[config.mk]
export PLATFORM = sky130hd
export DESIGN_NAME = sqs_ctrl
export DESIGN_NICKNAME = d
export VERILOG_FILES = /design/src/rtl/core/sqs_pkg.sv /design/src/rtl/core/sqs_ctrl.sv
export SDC_FILE = /design/constraint.sdc
export NUM_CORES = 1
export LEC_CHECK = 0
export BUFFER_PORTS_ARGS = -buffer_cell sky130_fd_sc_hd__buf_2
export CAP_MARGIN = 10
export CORE_AREA = 2 2 39 41
export CTS_CLUSTER_DIAMETER = 200
export DETAILED_ROUTE_END_ITERATION = 10
export DIE_AREA = 0 0 41 43
export HOLD_SLACK_MARGIN = 0.03
export SYNTH_ARGS = -nofsm -noshare
export SYNTH_HDL_FRONTEND = slang
export SYNTH_SLANG_ARGS = --single-unit
[constraint.sdc]
create_clock -name aclk -period 1.35 [get_ports aclk]
set_input_delay 0.135 -clock aclk [delete_from_list [all_inputs] [get_ports aclk]]
set_output_delay 0.135 -clock aclk [all_outputs]
set_load 0.05 [all_outputs]
[src/rtl/core/sqs_pkg.sv]
package sqs_pkg;

    localparam int unsigned COORD_W = 32;
    localparam int unsigned HW_W = 31;
    localparam int unsigned MINLEN_W = 63;
    localparam int unsigned MAG_W = 31;
    localparam int unsigned RHS_W = 126;
    localparam int unsigned ACC_W = 128;

    localparam logic [0:0] REG_HALF_WIDTH = 1'b0;
    localparam logic [0:0] REG_MIN_LENGTH_SQ = 1'b1;

    localparam logic [3:0] OP_HW2 = 4'd0;
    localparam logic [3:0] OP_AX = 4'd1;
    localparam logic [3:0] OP_AY = 4'd2;
    localparam logic [3:0] OP_AZ = 4'd3;
    localparam logic [3:0] OP_X_LL = 4'd4;
    localparam logic [3:0] OP_X_LH = 4'd5;
    localparam logic [3:0] OP_X_HL = 4'd6;
    localparam logic [3:0] OP_X_HH = 4'd7;
    localparam logic [3:0] OP_Y_LL = 4'd8;
    localparam logic [3:0] OP_Y_LH = 4'd9;
    localparam logic [3:0] OP_Y_HL = 4'd10;
    localparam logic [3:0] OP_Y_HH = 4'd11;
    localparam logic [3:0] MUL_OPS = 4'd12;

    localparam logic [4:0] TOP_BIT = 5'd30;

    typedef enum logic [2:0] {
        ST_IDLE,
        ST_MUL,
        ST_TEST,
        ST_SEARCH,
        ST_FINISH
    } state_t;

    typedef struct packed {
        logic load;
        logic mul_step;
        logic search_init;
        logic search_step;
        logic emit;
    } cmd_t;

    typedef struct packed {
        logic mul_last;
        logic len_pass;
        logic search_last;
        logic out_busy;
    } status_t;

    function automatic logic [COORD_W-1:0] sat34(input logic signed [33:0] v);
        logic [COORD_W-1:0] r;
        if (v > 34'sd2147483647) begin
            r = 32'h7FFF_FFFF;
        end else if (v < -34'sd2147483648) begin
            r = 32'h8000_0000;
        end else begin
            r = v[31:0];
        end
        return r;
    endfunction

endpackage

[src/rtl/core/sqs_ctrl.sv]
module sqs_ctrl (
    input  logic              aclk,
    input  logic              aresetn,
    input  logic              s_tvalid,
    output logic              s_tready,
    input  sqs_pkg::status_t  status,
    output sqs_pkg::cmd_t     cmd
);

    sqs_pkg::state_t state_reg;
    sqs_pkg::state_t state_next;

    always_ff @(posedge aclk) begin
        if (!aresetn) begin
            state_reg <= sqs_pkg::ST_IDLE;
        end else begin
            state_reg <= state_next;
        end
    end

    always_comb begin
        state_next = state_reg;
        unique case (state_reg)
            sqs_pkg::ST_IDLE: begin
                if (s_tvalid) begin
                    state_next = sqs_pkg::ST_MUL;
                end
            end
            sqs_pkg::ST_MUL: begin
                if (status.mul_last) begin
                    state_next = sqs_pkg::ST_TEST;
                end
            end
            sqs_pkg::ST_TEST: begin
                state_next = status.len_pass ? sqs_pkg::ST_SEARCH : sqs_pkg::ST_IDLE;
            end
            sqs_pkg::ST_SEARCH: begin
                if (status.search_last) begin
                    state_next = sqs_pkg::ST_FINISH;
                end
            end
            sqs_pkg::ST_FINISH: begin
                if (!status.out_busy) begin
                    state_next = sqs_pkg::ST_IDLE;
                end
            end
            default: state_next = sqs_pkg::ST_IDLE;
        endcase
    end

    always_comb begin
        cmd = '0;
        s_tready = 1'b0;
        unique case (state_reg)
            sqs_pkg::ST_IDLE: begin
                s_tready = 1'b1;
                cmd.load = s_tvalid;
            end
            sqs_pkg::ST_MUL: cmd.mul_step = 1'b1;
            sqs_pkg::ST_TEST: cmd.search_init = 1'b1;
            sqs_pkg::ST_SEARCH: cmd.search_step = 1'b1;
            sqs_pkg::ST_FINISH: cmd.emit = !status.out_busy;
            default: cmd = '0;
        endcase
    end

endmodule

==> reports/qor.yml <==
sta:
  hold_viol: 0
  fin_crit_sh_pct: 98.2
  fin_tns_setup_ns: 0
  holdWs_ns: 0.158
  worst_slew_pin_slew_ns: 0.472
  report.final.slew_viol_count: 0
  setup_viol: 0
  max_freq_mhz: 755
  rsz0062_at_grt: "yes"
  relSlewSlack_pct: 68.5
  min_period_ns: 1.33
  skew_ns: 0.00186
logic_synthesis:
  ys_seq_area_share_pct: 24.6
  ys_types: 22
  synthTopCellsByArea: "dfxtp_1 25%, a2111oi_2 6.2%, mux2_4 6.2%"
  synth_area_um2: 244
  synthCells: 31
  yosysWarnings: 0
  synth_top_area_share_pct: 24.6
  synth_top_area_cell: "dfxtp_1"
  avgSynthCellArea_um2: 7.87
  synth_nets: 38
  synth-seq-cells: 3
finish:
  area_growth_pct: 104
  largest_reg_flops: 3
  drive_above_1_share_pct: 73.6
  nFillCells: 149
  n_antenna_cell: 0
  nNetsFinal: 61
floorplanning:
  dieHeight_um: 43
  rows: 14
  initial_core_util_pct: 17.6
  fp.dieW_um: 41
  pin_count: 13
  die-area_um2: 1760
  coreArea_um2: 1380
drt:
  avgRoutedWirePerCell_um: 10.3
  drtPass1Iterations: 3
  drt_wl_total_um: 708
  drc_errors: 0
  vias_per_cell: 4.42
  drt_iter0_markers: 2
  dr_total_vias: 305
  ant_nets: 0
setup_path:
  arrival_ns: 1.46
  end_kind: "flip-flop"
  cpPeakStageDelay_ns: 0.43
  cp_max_fo: 7
  cp_data_required_time_ns: 1.48
  worstSetupStartpointType: "flip-flop"
  setup.worst_path.class: "flip-flop to flip-flop"
  slowest_stage: "dfxtp_4"
  path_cells: "mux2_4, or4_4, o41ai_2"
pwr:
  p_switching_mw: 0.200
  p_comb_share_pct: 45.6
  internal_power_mw: 0.311
  p_leak_nw: 0.214
  power_switching_share_pct: 39.2
  pwr-share-clk_pct: 32.2
  vdd_drop_max_v: 0.000294
  p_per_area_nw_per_um2: 1030
  p_seq_share_pct: 22.2
clock_network:
  numCtsBuffers: 3
  cts_tree: "built"
  clkLatencyLatePin_ns: 0.24
  htreeDepth: 1
  cts_buffer_depth: 2
  clockRootBuffer: "clkbuf_4"
  clkTransAtPathRegs_ns: 0.04
  cts_hold_buf: 0
  cts.sinks: 3
hold_path:
  hp-class: "primary input to flip-flop"
job:
  max_cap_violations: 0
global_routing:
  antenna_found_initial: 0
  grt_pass1_vias: 287
  grt_pass1_wl_um: 1120
  grt_max_degree: 8
  grt.overflow.total: 0
  grt.total_usage_pct: 10.2
placed_design:
  port_buffers: 12
  dpl.hpwl_um: 559
  gp_congestion: 0.804
status:
  status: "complete, no violations"
kinds of logic (layout without fill, tap and decap cells):
group	after synthesis	count (layout)	share of synthesized area, %
buf+inv	5	27	11.3
compound gates	6	6	20.5
simple gates	15	15	33.3
mux	2	2	10.3
flops	3	3	24.6
critical path: cells and delay by family, from the launching register on:
kind	cells	cell delay, ns
DFF	1	0.43
muxes	1	0.32
and+or+nand+nor	1	0.41
AOI/OAI and AO/OA	1	0.06
cell usage in the layout, fill, tap and decap left out, drive strengths merged, types with 2 or more instances in the layout:
cell type / synthesis / routed
buf: 2 / 20
clkbuf: 0 / 4
dfxtp: 3 / 3
inv: 3 / 2
nor2: 4 / 4
nor3: 2 / 2
nor4: 2 / 2
synthesized netlist by cell type, drive strengths merged:
master	n
nand2	1
a2111oi	1
mux2i	1
nor4	2
nand3	1
nor3	2
o41ai	1
buf	2
inv	3
and3b	1
a21oi	1
a31o	1
or4	1
dfxtp	3
and2	1
nand2b	1
a211oi	1
nor2b	1
o21ai	1
nor2	4
mux2	1
path summary, 6_finish.rpt:
kind / from / slack [ns] / cells past startpoint / endpoint
hold reg to reg: state_reg[0]$_SDFFE_PN0P_ / 0.61 / 3 / state_reg[1]$_SDFFE_PN0P_
setup / recovery: state_reg[1]$_SDFFE_PN0P_ / 0.02 / 3 / state_reg[1]$_SDFFE_PN0P_
setup reg to reg: state_reg[1]$_SDFFE_PN0P_ / 0.02 / 3 / state_reg[1]$_SDFFE_PN0P_
hold / removal: aresetn / 0.16 / 2 / state_reg[2]$_SDFFE_PN0P_
final cells by class:
| cell class | instances | area [um^2] | share of cell area (%) |
|---|---|---|---|
| Timing Repair Buffer | 20 | 155 | 31.2 |
| Sequential cell | 3 | 66.3 | 13.4 |
| Multi-Input combinational cell | 23 | 214 | 43.1 |
| Inverter | 3 | 15.0 | 3.02 |
| Clock buffer | 4 | 26.3 | 5.29 |
| Tap cell | 16 | 20.0 | 4.03 |
layer usage:
metal,vias up,share of wire (%),track usage (%)
met5,-,0,0
met2,10,52,14.1
met1,137,42,10.6
li1,156,-,-
met3,2,5.1,3.14
met4,0,1.1,12.0
power groups by stage:
| stage | Clock [mW] | Sequential, mW | Combinational (mW) |
|---|---|---|---|
| 6_report | 0.165 | 0.114 | 0.233 |
| 2_1_floorplan | 0 | 0.0997 | 0.149 |
| 4_1_cts | 0.168 | 0.112 | 0.209 |
| 3_5_place_dp | 0 | 0.106 | 0.201 |
| 5_1_grt | 0.182 | 0.116 | 0.249 |
| 3_3_place_gp | 0 | 0.105 | 0.198 |
through the flow:
| stage | cell area (um^2) | total power, mW | cells | setup WS, ns | utilization (%) |
|---|---|---|---|---|---|
| 2_1_floorplan | 278 | 0.249 | 31 | -0.230 | - |
| 3_3_place_gp | 387 | 0.303 | 63 | 0.0422 | 27.9 |
| 3_5_place_dp | 387 | 0.307 | 63 | 0.0108 | 27.9 |
| 4_1_cts | 442 | 0.489 | 66 | 0.00265 | 31.9 |
| 5_1_grt | 497 | 0.548 | 69 | -0.0310 | 35.9 |
| 6_report | 497 | 0.511 | 69 | 0.0249 | 35.9 |
timing repair:
action	4_1_cts	5_1_grt
resized for setup	12	10
buffers inserted	0	3
pin swaps	1	4
setup endpoints to repair	6	6
Power figures use the tool's default switching activity.
